==> src/hw/rtl/albg_pkg.sv <==
// Shared types, constants and helper functions for the averaged level bar gauge.
package albg_pkg;

  localparam int SAMPLE_W        = 10;
  localparam int LEVEL_W         = 4;
  localparam int GAUGE_POSITIONS = 9;
  localparam int THRESH_COUNT    = 8;

  typedef logic [SAMPLE_W-1:0]        sample_t;
  typedef logic [LEVEL_W-1:0]         level_t;
  typedef logic [GAUGE_POSITIONS-1:0] mask_t;

  // Configuration register indexes, in threshold test order.
  typedef enum logic [2:0] {
    REG_THRESH_EMPTY = 3'd0,
    REG_THRESH_ONE   = 3'd1,
    REG_THRESH_TWO   = 3'd2,
    REG_THRESH_THREE = 3'd3,
    REG_THRESH_FOUR  = 3'd4,
    REG_THRESH_FIVE  = 3'd5,
    REG_THRESH_SIX   = 3'd6,
    REG_THRESH_SEVEN = 3'd7
  } reg_index_t;

  localparam level_t LEVEL_EMPTY = 4'd0;
  localparam level_t LEVEL_FULL  = 4'd8;

  function automatic sample_t thresh_reset(reg_index_t idx);
    sample_t value;
    case (idx)
      REG_THRESH_EMPTY: value = 10'd710;
      REG_THRESH_ONE:   value = 10'd670;
      REG_THRESH_TWO:   value = 10'd628;
      REG_THRESH_THREE: value = 10'd586;
      REG_THRESH_FOUR:  value = 10'd536;
      REG_THRESH_FIVE:  value = 10'd473;
      REG_THRESH_SIX:   value = 10'd374;
      REG_THRESH_SEVEN: value = 10'd120;
      default:          value = 10'd0;
    endcase
    return value;
  endfunction

  // Positions 0 through the level are lit; nothing is lit when empty.
  function automatic mask_t mask_of(level_t lvl);
    mask_t m;
    for (int i = 0; i < GAUGE_POSITIONS; i++) begin
      m[i] = (lvl != LEVEL_EMPTY) && (LEVEL_W'(i) <= lvl);
    end
    return m;
  endfunction

endpackage

==> src/hw/rtl/albg_cell.sv <==
// One sample cell of the averaging delay line.
module albg_cell (
  input  logic             clk,
  input  logic             rst,
  input  logic             shift,
  input  albg_pkg::sample_t din,
  output albg_pkg::sample_t dout
);

  albg_pkg::sample_t sample;

  always_ff @(posedge clk) begin
    if (rst) begin
      sample <= '0;
    end else if (shift) begin
      sample <= din;
    end
  end

  assign dout = sample;

endmodule

==> src/hw/rtl/albg_level.sv <==
// Threshold compare, level quantizer, flash flag and result register.
module albg_level #(
  parameter int AVG_LENGTH = 16
) (
  input  logic                                        clk,
  input  logic                                        rst,
  input  logic                                        cfg_write,
  input  logic [2:0]                                  cfg_index,
  input  albg_pkg::sample_t                           cfg_data,
  input  logic                                        load,
  input  logic [$clog2(AVG_LENGTH*1023+1)-1:0]        sum,
  output albg_pkg::level_t                            gauge_level,
  output albg_pkg::mask_t                             lit_mask,
  output logic                                        empty_flash
);

  localparam int SCALE_W = $clog2(AVG_LENGTH*1024+1);
  localparam logic [SCALE_W-1:0] LEN_S = SCALE_W'(AVG_LENGTH);

  // Thresholds are kept as (t + 1) * AVG_LENGTH, so that avg > t
  // becomes sum >= scaled threshold and no division is needed.
  logic [SCALE_W-1:0] thr_scaled [albg_pkg::THRESH_COUNT];
  logic [albg_pkg::THRESH_COUNT-1:0] hit;
  albg_pkg::level_t level_next;
  logic flash_on;

  always_ff @(posedge clk) begin
    if (rst) begin
      for (int k = 0; k < albg_pkg::THRESH_COUNT; k++) begin
        thr_scaled[k] <= (SCALE_W'(albg_pkg::thresh_reset(albg_pkg::reg_index_t'(k)))
                          + SCALE_W'(1)) * LEN_S;
      end
    end else if (cfg_write) begin
      thr_scaled[cfg_index] <= (SCALE_W'(cfg_data) + SCALE_W'(1)) * LEN_S;
    end
  end

  always_comb begin
    for (int k = 0; k < albg_pkg::THRESH_COUNT; k++) begin
      hit[k] = SCALE_W'(sum) >= thr_scaled[k];
    end
  end

  // The first threshold exceeded in test order wins.
  always_comb begin
    level_next = albg_pkg::LEVEL_FULL;
    for (int k = albg_pkg::THRESH_COUNT - 1; k >= 0; k--) begin
      if (hit[k]) begin
        level_next = albg_pkg::LEVEL_W'(k);
      end
    end
  end

  always_ff @(posedge clk) begin
    if (rst) begin
      flash_on <= 1'b1;
    end else if (load) begin
      if (level_next == albg_pkg::LEVEL_EMPTY) begin
        flash_on <= !flash_on;
      end else begin
        flash_on <= 1'b0;
      end
    end
  end

  always_ff @(posedge clk) begin
    if (load) begin
      gauge_level <= level_next;
      lit_mask    <= albg_pkg::mask_of(level_next);
      empty_flash <= (level_next == albg_pkg::LEVEL_EMPTY) && !flash_on;
    end
  end

endmodule

==> src/hw/rtl/averaged_level_bar_gauge.sv <==
// Top level of the averaged level bar gauge.
// Averaged level bar gauge. Each sample beat is shifted into a row of
// AVG_LENGTH sample cells, and a running sum adds the new sample and drops
// the one that falls off the end of the row, so the sum always covers the
// last AVG_LENGTH samples (the cells reset to zero, so early averages read
// low). The sum is compared against eight thresholds, each held pre-scaled
// by AVG_LENGTH, and the first one that the average exceeds gives the level;
// none exceeded gives level 8. Levels 1 to 8 light positions 0 through the
// level in lit_mask. Level 0 toggles the flash flag and shows it on
// empty_flash; any nonzero level clears the flag. The block takes one sample
// beat per clock while sample_ready is high and returns one result beat per
// sample: the edge that accepts a sample updates the running sum register,
// and the threshold compare of that sum is loaded into the result register
// when that register is empty or being taken. sample_ready drops only while
// a finished result is held for result_ready. Threshold writes on the cfg
// port take effect at once and belong only to idle periods. No clearing pass
// is needed after reset.
module averaged_level_bar_gauge #(
  parameter int AVG_LENGTH = 16
) (
  input  logic              clk,
  input  logic              rst,
  input  logic              cfg_write,
  input  logic [2:0]        cfg_index,
  input  albg_pkg::sample_t cfg_data,
  input  logic              sample_valid,
  output logic              sample_ready,
  input  albg_pkg::sample_t sample_value,
  output logic              result_valid,
  input  logic              result_ready,
  output albg_pkg::level_t  gauge_level,
  output albg_pkg::mask_t   lit_mask,
  output logic              empty_flash
);

  localparam int SUM_W = $clog2(AVG_LENGTH*1023+1);

  albg_pkg::sample_t tap [AVG_LENGTH+1];
  logic [SUM_W-1:0]  running_sum;
  logic              sum_valid;
  logic              advance;
  logic              accept;
  logic              load;

  // The result register moves when it is empty or being taken, and the
  // sum stage moves into it at the same time.
  assign advance      = !result_valid || result_ready;
  assign sample_ready = !sum_valid || advance;
  assign accept       = sample_valid && sample_ready;
  assign load         = sum_valid && advance;

  assign tap[0] = sample_value;

  // The delay line: cell i holds the sample taken i+1 beats ago, and the
  // last cell holds the one about to leave the window.
  for (genvar i = 0; i < AVG_LENGTH; i++) begin : g_cell
    albg_cell u_cell (
      .clk   (clk),
      .rst   (rst),
      .shift (accept),
      .din   (tap[i]),
      .dout  (tap[i+1])
    );
  end

  always_ff @(posedge clk) begin
    if (rst) begin
      running_sum <= '0;
    end else if (accept) begin
      running_sum <= running_sum + SUM_W'(sample_value) - SUM_W'(tap[AVG_LENGTH]);
    end
  end

  always_ff @(posedge clk) begin
    if (rst) begin
      sum_valid <= 1'b0;
    end else if (accept) begin
      sum_valid <= 1'b1;
    end else if (load) begin
      sum_valid <= 1'b0;
    end
  end

  always_ff @(posedge clk) begin
    if (rst) begin
      result_valid <= 1'b0;
    end else if (load) begin
      result_valid <= 1'b1;
    end else if (result_ready) begin
      result_valid <= 1'b0;
    end
  end

  albg_level #(
    .AVG_LENGTH (AVG_LENGTH)
  ) u_level (
    .clk         (clk),
    .rst         (rst),
    .cfg_write   (cfg_write),
    .cfg_index   (cfg_index),
    .cfg_data    (cfg_data),
    .load        (load),
    .sum         (running_sum),
    .gauge_level (gauge_level),
    .lit_mask    (lit_mask),
    .empty_flash (empty_flash)
  );

endmodule

==> config.mk <==
export PLATFORM = sky130hd
export DESIGN_NAME = averaged_level_bar_gauge
export DESIGN_NICKNAME = d
export VERILOG_FILES = /design/src/hw/rtl/albg_pkg.sv /design/src/hw/rtl/albg_cell.sv /design/src/hw/rtl/albg_level.sv /design/src/hw/rtl/averaged_level_bar_gauge.sv
export SDC_FILE = /design/constraint.sdc
export NUM_CORES = 1
export LEC_CHECK = 0
export ABC_AREA = 1
export BUFFER_PORTS_ARGS = -buffer_cell sky130_fd_sc_hd__buf_4
export CORE_ASPECT_RATIO = 2
export CORE_MARGIN = 2
export CORE_UTILIZATION = 30
export CTS_CLUSTER_SIZE = 24
export DETAILED_ROUTE_END_ITERATION = 7
export PLACE_DENSITY = 0.47
export SLEW_MARGIN = 20
export SYNTH_ARGS = -nofsm -noshare
export SYNTH_HDL_FRONTEND = slang
export SYNTH_SLANG_ARGS = --single-unit
==> constraint.sdc <==
create_clock -name clk -period 3.15 [get_ports clk]
set_input_delay 0.63 -clock clk [delete_from_list [all_inputs] [get_ports clk]]
set_output_delay 0.63 -clock clk [all_outputs]
set_load 0.03 [all_outputs]
Word-level counts from Yosys, hierarchy flattened
Memory sizes are Yosys's and may differ from the RTL's.
Index checks and enable logic that the tools add are counted.
Widths: inputs -> output; s select.
{"block": "word_totals", "register_bits": 191, "mem_bits_rw": 88, "input_bits": 28, "out_inout_bits": 16, "wordCells": 103, "mem_count": 1}
{"block": "op_classes", "n_addsub": 11, "magnitude_cmp": 17, "muxes": 29, "n_reduce_logical": 22}
{"memory": "u_level.thr_scaled", "depth": 8, "width": 11, "rd": 8, "rd_ports_with_merged_regs": 0, "write_ports": 8, "line_no": "albg_level.sv:22", "source": "logic [SCALE_W-1:0] thr_scaled [albg_pkg::THRESH_COUNT];"}
{"operator": "$ge 14x15->1", "n": 8}
{"operator": "$add 10x1->11 const B", "n": 9}
{"operator": "$mux 10", "n": 8}
{"operator": "$mux 4", "n": 8}
{"operator": "$le 3x4->1 const A", "n": 4}
{"operator": "$add 14x10->14", "n": 1}
{"operator": "$sub 14x10->14", "n": 1}
{"operator": "$logic_and 1x1->1", "n": 12}
{"operator": "$mux 1", "n": 11}
{"operator": "$mux 11", "n": 1}
{"operator": "$reduce_or 11->1", "n": 1}
{"operator": "$le 1x4->1 const A", "n": 2}
{"operator": "$le 2x4->1 const A", "n": 2}
{"operator": "$le 4x4->1 const A", "n": 1}
{"operator": "$logic_not 4->1", "n": 1}
{"operator": "$reduce_bool 2->1", "n": 2}
{"operator": "$reduce_bool 4->1", "n": 1}
{"operator": "$logic_not 1->1", "n": 3}
{"operator": "$mux 3", "n": 1}
{"operator": "$logic_or 1x1->1", "n": 2}

Logic depth before layout (Yosys ltp)
Gate-level depths: netlist of run 1.
An unclocked memory read counts as a cell.
{"block": "logic_depth", "ltp_word": 12, "ltp_mapped": 18}

By module
Synthesis of run 1 repeated with hierarchy kept, for this count alone.
{"block": "unflattened", "hier_cells": 2028, "hier_area_um2": 14881.8}
{"module": "albg_cell", "n_inst": 16, "cells_each": 63, "area_per_inst_um2": 419.2, "seq_area_each_um2": 200.2}
{"module": "albg_level", "n_inst": 1, "cells_each": 741, "area_per_inst_um2": 6433.7, "seq_area_each_um2": 3083.0}
{"module": "averaged_level_bar_gauge", "n_inst": 1, "cells_each": 279, "area_per_inst_um2": 1741.7, "seq_area_each_um2": 320.3}

Worst setup path before layout of run 1
Ideal clock, no wire load.
{"block": "synth_path", "kind": "input to register", "from": "in sample_value[1]", "to": "reg running_sum[10]", "arrival_ns": 2.562, "path_slack_ns": 0.475, "path_stages": 10, "path_cell_list": "inv_1 fa_1 fa_1 o21ai_1 a21oi_1 o21ai_1 a21oi_1 xor2_1 o21ai_1 inv_1"}
{"block": "synth_via", "elab_chain_cells": 2}
{"element": "from (decl)", "line_no": "averaged_level_bar_gauge.sv:28", "source": "input albg_pkg::sample_t sample_value,"}
{"element": "$add 14x10->14", "line_no": "averaged_level_bar_gauge.sv:70", "source": "running_sum <= running_sum + SUM_W'(sample_value) - SUM_W'(tap[AVG_LENGTH]);"}
{"element": "$sub 14x10->14", "line_no": "averaged_level_bar_gauge.sv:70"}
{"element": "to (signal assigned)", "line_no": "averaged_level_bar_gauge.sv:70"}
{"element": "to (decl)", "line_no": "averaged_level_bar_gauge.sv:39", "source": "logic [SUM_W-1:0] running_sum;"}
Every way passes these cells.
A chain may end at the register's enable or synchronous reset.

Worst setup path in the final report of run 1
{"block": "layout_path", "from": "reg running_sum[6]", "to": "reg running_sum[13]"}
{"block": "layout_via", "elab_chain_cells": 2}
{"element": "$add 14x10->14", "line_no": "averaged_level_bar_gauge.sv:70"}
{"element": "$sub 14x10->14", "line_no": "averaged_level_bar_gauge.sv:70"}
Every way passes these cells.

==> results.sh, run 1 <==
export IMPL_fillers=4615
export IMPL_fp_row_count=109
export IMPL_path_clk_slew_ps=60
export IMPL_post_drt_wl_per_cell_microns=14.9
export IMPL_port_buffers=43
export IMPL_min_path_type="primary input to flip-flop"
export IMPL_postCtsSetupBuffers=0
export IMPL_clk_path_buf_depth=3
export IMPL_pwr_share_clk=0.319
export IMPL_antenna_cells=0
export IMPL_synth_yosys_warnings=0
export IMPL_crit_type="flip-flop to flip-flop"
export IMPL_relSlewSlack=0.520
export IMPL_mappedNetlistNets=1758
export IMPL_hold_viol=0
export IMPL_io_pins=44
export IMPL_cts_sinks=279
export IMPL_ys_dominant_reg_cell="dfxtp_1"
export IMPL_setup_violations=0
export IMPL_postSynth_asyncResetShare=0
export IMPL_layout_common_cells="nor2_1, inv_1, nand2_1"
export IMPL_drv_slew=0
export IMPL_fin_crit_ps=2900
export IMPL_grt_pass1_vias=10200
export IMPL_clockRootBuffer="clkbuf_16"
export IMPL_routabilityCongestion=0.843
export IMPL_pwr_share_seq=0.394
export IMPL_syn_inst=1625
export IMPL_start_kind="flip-flop"
export IMPL_final_common_cell="nor2_1"
export IMPL_required_ps=3570
export IMPL_vdd_drop_max_mv=0.373
export IMPL_finalSetupTns_ps=0
export IMPL_cts_buffers=27
export IMPL_core_sq_um=44100
export IMPL_cellLeakagePower_nw=7.02
export IMPL_dpl_hpwl_microns=24000
export IMPL_cts_repair_resized=0
export IMPL_crit_path_max_fanout=7
export IMPL_hold_buffers=0
export IMPL_syn2layout_area_growth_pct=15.6
export IMPL_track_usage=0.145
export IMPL_die_w_microns=153
export IMPL_grt_overflow_total=0
export IMPL_synth_cell_types=40
export IMPL_clock_latency_ps=540
export IMPL_reg2reg_slack_ps=250
export IMPL_layout_cells_non_filler=2246
export IMPL_grt_first_pass_wirelength_microns=52700
export IMPL_tightest_slew_ps=719
export IMPL_wl_microns=33400
export IMPL_p_sw_mw=3.62
export IMPL_ys_seq_area_frac=0.495
export IMPL_outcome="finished, final reports clean"
export IMPL_skew_ps=9.57
export IMPL_cts_tree="built"
export IMPL_nets=1804
export IMPL_clock_fmax_ghz=0.344
export IMPL_syn_area_sq_um=13300
export IMPL_grt_setup_unrepaired="false"
export IMPL_internal_power_mw=7.32
export IMPL_period_share=0.922
export IMPL_drc=0
export IMPL_dp_cells=2197
export IMPL_ant_nets=0
export IMPL_die_y_microns=302
export IMPL_holdWs_ps=389
export IMPL_maxCapViolations=0
export IMPL_die_area_sq_um=46300
export IMPL_crit_arrival_ps=3320
export IMPL_worstSetupEndpointType="flip-flop"
export IMPL_vias_per_cell=4.61
export IMPL_combinationalPowerShare=0.287
export IMPL_antenna_found_initial=0
export IMPL_first_iter_violations=530
export IMPL_sw_frac_of_total=0.331
export IMPL_ys_ff_latch=279
export IMPL_dr_pass1_iters=5
export IMPL_p_per_area_nw_per_um2=709
export IMPL_synth_area_per_cell_sq_um=8.21
export IMPL_drive_above_1_share=0.0911
export IMPL_initial_utilization=0.303
export IMPL_synth_edff_count=102
export IMPL_grt_max_degree=172
export IMPL_via_count=10400
export IMPL_cts_max_level=1
[metal layers]
layer  vias to the layer above  part of all wire  track usage  routed length [microns]
met5                         -                 0            0                        0
met4                         0             0.074       0.0955                     2480
met3                        90             0.029       0.0163                      972
met2                       180              0.52        0.279                    17500
met1                      4794              0.37        0.145                    12500
li1                       5294                 -            -                        -
[worst max-delay path, cell delays in order, from the launching register on]
cell     delay [ps]
dfxtp_1         760
inv_1           180
fa_1            550
inv_1            50
ha_1            370
a21oi_1         240
o21ai_0         110
a21oi_1         160
o21ai_1         100
xor2_1          150
nand2_1          60
a21oi_1          60
[path summary, 6_finish.rpt]
kind | cells after the start | end | startpoint
worst max-delay path | 11 | running_sum[13] | running_sum[6]
worst min-delay path | 3 | g_cell[0].u_cell.dout[1] | sample_value[1]
worst max register to register | 11 | running_sum[13] | running_sum[6]
worst min register to register | 2 | g_cell[14].u_cell.dout[7] | g_cell[14].u_cell.dout[7]
[cell usage after synthesis, types with 2 or more instances]
library cell	number	area share
edfxtp_1	102	0.23
dfxtp_1	177	0.27
a21oi_1	64	0.024
inv_1	203	0.057
nand3b_1	2	0.0011
nor4_2	2	0.0019
nor2_2	3	0.0014
nand4_1	22	0.010
nand2_1	202	0.057
nand3_1	33	0.012
nor3_1	5	0.0019
xor2_1	13	0.0085
inv_2	13	0.0037
nor2_1	404	0.11
xnor2_1	7	0.0046
fa_1	10	0.015
a21o_1	3	0.0017
ha_1	95	0.089
o21ai_0	180	0.068
nand2_2	2	0.00094
buf_2	13	0.0049
clkbuf_1	44	0.012
o21ai_1	9	0.0034
[area by class of cell]
class | instances | area (sq um) | share of cell area
sequential | 279 | 6610 | 0.428
multi-input combinational | 1071 | 5700 | 0.369
timing repair buffer | 75 | 626 | 0.0406
tap | 555 | 694 | 0.0450
inverter | 217 | 820 | 0.0531
clock buffer | 40 | 878 | 0.0569
clock inverter | 9 | 104 | 0.00673
[per-stage QoR]
stage | setup WS (ps) | cell area, sq um | total power [mW] | utilization
global route | 82.4 | 15400 | 11.7 | 0.350
finish | 246 | 15400 | 10.9 | 0.350
detailed placement | 208 | 14400 | 7.56 | 0.328
CTS | 274 | 15400 | 11.1 | 0.350
global placement | 209 | 14400 | 7.48 | 0.328
floorplan | 475 | 13300 | 6.47 | -
[power by group through the flow]
stage / registers (mW) / logic (mW) / clock network, mW
floorplan: 4.43 / 2.04 / 0
global placement: 4.38 / 3.10 / 0
detailed placement: 4.39 / 3.17 / 0
CTS: 4.31 / 3.18 / 3.62
global route: 4.35 / 3.57 / 3.73
finish: 4.31 / 3.14 / 3.49
[sequential cells by signal (all words and copies together) (netlist names)]
name / count
running_sum: 14
u_level.empty_flash: 1
result_valid: 1
g_cell.u_cell.dout: 160
u_level.gauge_level: 4
u_level.lit_mask: 9
sum_valid: 1
u_level.thr_scaled: 88
u_level.flash_on: 1
[cells by family after synthesis]
| group | Yosys count | share of synthesized area |
|---|---|---|
| flops | 279 | 0.495 |
| simple gates | 683 | 0.207 |
| buf+inv | 275 | 0.0789 |
| fa+ha+maj | 105 | 0.104 |
| compound gates | 262 | 0.101 |
| xor+xnor | 21 | 0.0144 |
No activity file was read; power rests on OpenSTA's default activity.
==> run 2, diff against run 1 <==
--- a/config.mk
+++ b/config.mk
@@ -5,7 +5,6 @@
 export SDC_FILE = /design/constraint.sdc
 export NUM_CORES = 1
 export LEC_CHECK = 0
-export ABC_AREA = 1
 export BUFFER_PORTS_ARGS = -buffer_cell sky130_fd_sc_hd__buf_4
 export CORE_ASPECT_RATIO = 2
 export CORE_MARGIN = 2
==> results.sh, run 2 <==
export IMPL_outcome="finished, final reports clean"
export IMPL_fillers=4426
export IMPL_period_share=0.924
export IMPL_die_y_microns=296
export IMPL_grt_setup_unrepaired="false"
export IMPL_place_ws_ps=-300
export IMPL_min_path_type="primary input to flip-flop"
export IMPL_track_usage=0.131
export IMPL_fp_row_count=107
export IMPL_nets=1616
export IMPL_synth_most_common_cell="nand2_1"
export IMPL_ant_nets=0
export IMPL_cts_tree="built"
export IMPL_path_clk_slew_ps=70
export IMPL_vias_per_cell=4.66
export IMPL_crit_arrival_ps=3330
export IMPL_hold_start="sample_value[9]"
export IMPL_synth_top_area_share=0.277
export IMPL_synth_edff_count=102
export IMPL_ys_seq_area_frac=0.517
export IMPL_p_per_area_nw_per_um2=669
export IMPL_final_common_cell="nand2_1"
export IMPL_start_kind="flip-flop"
export IMPL_antenna_cells=0
export IMPL_holdWs_ps=330
export IMPL_clock_fmax_ghz=0.343
export IMPL_first_iter_violations=471
export IMPL_drc=0
export IMPL_ys_dominant_reg_cell="dfxtp_1"
export IMPL_synth_area_per_cell_sq_um=8.92
export IMPL_hold_viol=0
export IMPL_post_drt_wl_per_cell_microns=14.0
export IMPL_syn2layout_area_growth_pct=16.5
export IMPL_die_w_microns=150
export IMPL_finalSetupTns_ps=0
export IMPL_synth_yosys_warnings=0
export IMPL_fin_area_sq_um=14900
export IMPL_cts_sinks=279
export IMPL_skew_ps=13.6
export IMPL_io_pins=44
export IMPL_layout_common_cells="nand2_1, a21oi_1, dfxtp_1"
export IMPL_tightest_slew_ps=943
export IMPL_core_sq_um=42300
export IMPL_layout_cells_non_filler=2050
export IMPL_grt_first_pass_wirelength_microns=46700
export IMPL_place_area_sq_um=13900
export IMPL_ys_ff_latch=279
export IMPL_syn_inst=1432
export IMPL_via_count=9558
export IMPL_clock_latency_ps=560
export IMPL_grt_overflow_total=0
export IMPL_setup_violations=0
export IMPL_rr_startpoint="running_sum[2]"
export IMPL_cts_max_level=1
export IMPL_layout_setup_ws_ps=239
export IMPL_wl_microns=28700
export IMPL_dp_cells=1998
export IMPL_worstSetupStartpoint="running_sum[2]"
export IMPL_routabilityCongestion=0.797
export IMPL_vdd_drop_max_mv=0.360
export IMPL_synth_largest_area_cell="dfxtp_1"
export IMPL_grt_pass1_vias=9061
export IMPL_crit_path_max_fanout=4
export IMPL_initial_utilization=0.302
export IMPL_postSynth_asyncResetShare=0
export IMPL_clk_path_buf_depth=3
export IMPL_die_area_sq_um=44300
export IMPL_post_route_util=0.352
export IMPL_crit_type="flip-flop to flip-flop"
export IMPL_clockRootBuffer="clkbuf_16"
export IMPL_yosys_top_cells_area="dfxtp_1, edfxtp_1, nand2_1"
export IMPL_port_buffers=43
export IMPL_dr_pass1_iters=4
export IMPL_drive_above_1_share=0.0950
export IMPL_cellLeakagePower_nw=5.84
export IMPL_fin_crit_ps=2910
export IMPL_synth_cell_types=54
export IMPL_grt_max_degree=95
export IMPL_required_ps=3570
export IMPL_total_power_mw=9.95
export IMPL_dpl_hpwl_microns=19100
export IMPL_antenna_found_initial=1
export IMPL_drv_slew=0
export IMPL_ys_top_cells_by_count="nand2_1, a21oi_1, dfxtp_1, inv_1, edfxtp_1"
export IMPL_mappedNetlistNets=1565
export IMPL_relSlewSlack=0.371
export IMPL_syn_area_sq_um=12800
export IMPL_largest_register_ff_count=160
export IMPL_worstSetupEndpointType="flip-flop"
export IMPL_cts_buffers=28
export IMPL_maxCapViolations=0
## run 2: kinds of logic (layout without fill, tap and decap cells)
kind of cell,Yosys count,count (layout),share of synthesized area
compound gates,286,286,0.126
fa+ha+maj,105,105,0.109
flops,279,279,0.517
buf+inv,191,264,0.0561
simple gates,556,556,0.182
xor+xnor,15,15,0.0103
## run 2: report_power, final
part | leakage, nW | total [mW] | internal (mW) | switching [mW]
registers | 2.42 | 4.05 | 3.93 | 0.117
clock network | 0.471 | 3.48 | 2.06 | 1.42
logic | 2.96 | 2.42 | 0.999 | 1.42
## run 2: area by class of cell
| type | instances | area (sq um) | share of cell area |
|---|---|---|---|
| Sequential cell | 279 | 6610 | 0.444 |
| Multi-Input combinational cell | 962 | 5480 | 0.368 |
| Clock buffer | 38 | 778 | 0.0523 |
| Tap cell | 545 | 682 | 0.0458 |
| Timing Repair Buffer | 83 | 664 | 0.0447 |
| Inverter | 129 | 484 | 0.0325 |
| Clock inverter | 14 | 185 | 0.0124 |
## run 2: what timing repair did
action	in CTS	in global routing
endpoints found under the setup margin	0	3
setup buffers	0	0
hold buffers	0	0
gates resized for setup	0	7
## run 2: per-layer routing
layer,share of wire,up-vias,track usage
li1,-,4872,-
met1,0.48,4519,0.179
met2,0.47,131,0.218
met3,0.034,36,0.0148
met4,0.021,0,0.0359
met5,0,-,0
## run 2: worst paths after layout
check	slack (ps)	to	cells after the start
max	240	running_sum[10]	13
max reg2reg	240	running_sum[10]	13
min reg2reg	440	g_cell[1].u_cell.dout[0]	2
min	330	g_cell[0].u_cell.dout[9]	3
## run 2: critical path, stage by stage (launching register included)
cell and delay, ps:
dfxtp_1 400, inv_1 80, fa_1 510, inv_1 50, ha_1 330, nor2b_1 160
o21ai_1 190, a21boi_2 90, o211ai_1 250, a21oi_2 100, buf_4 140, nor3_1 190
xor2_1 200, o31ai_1 80
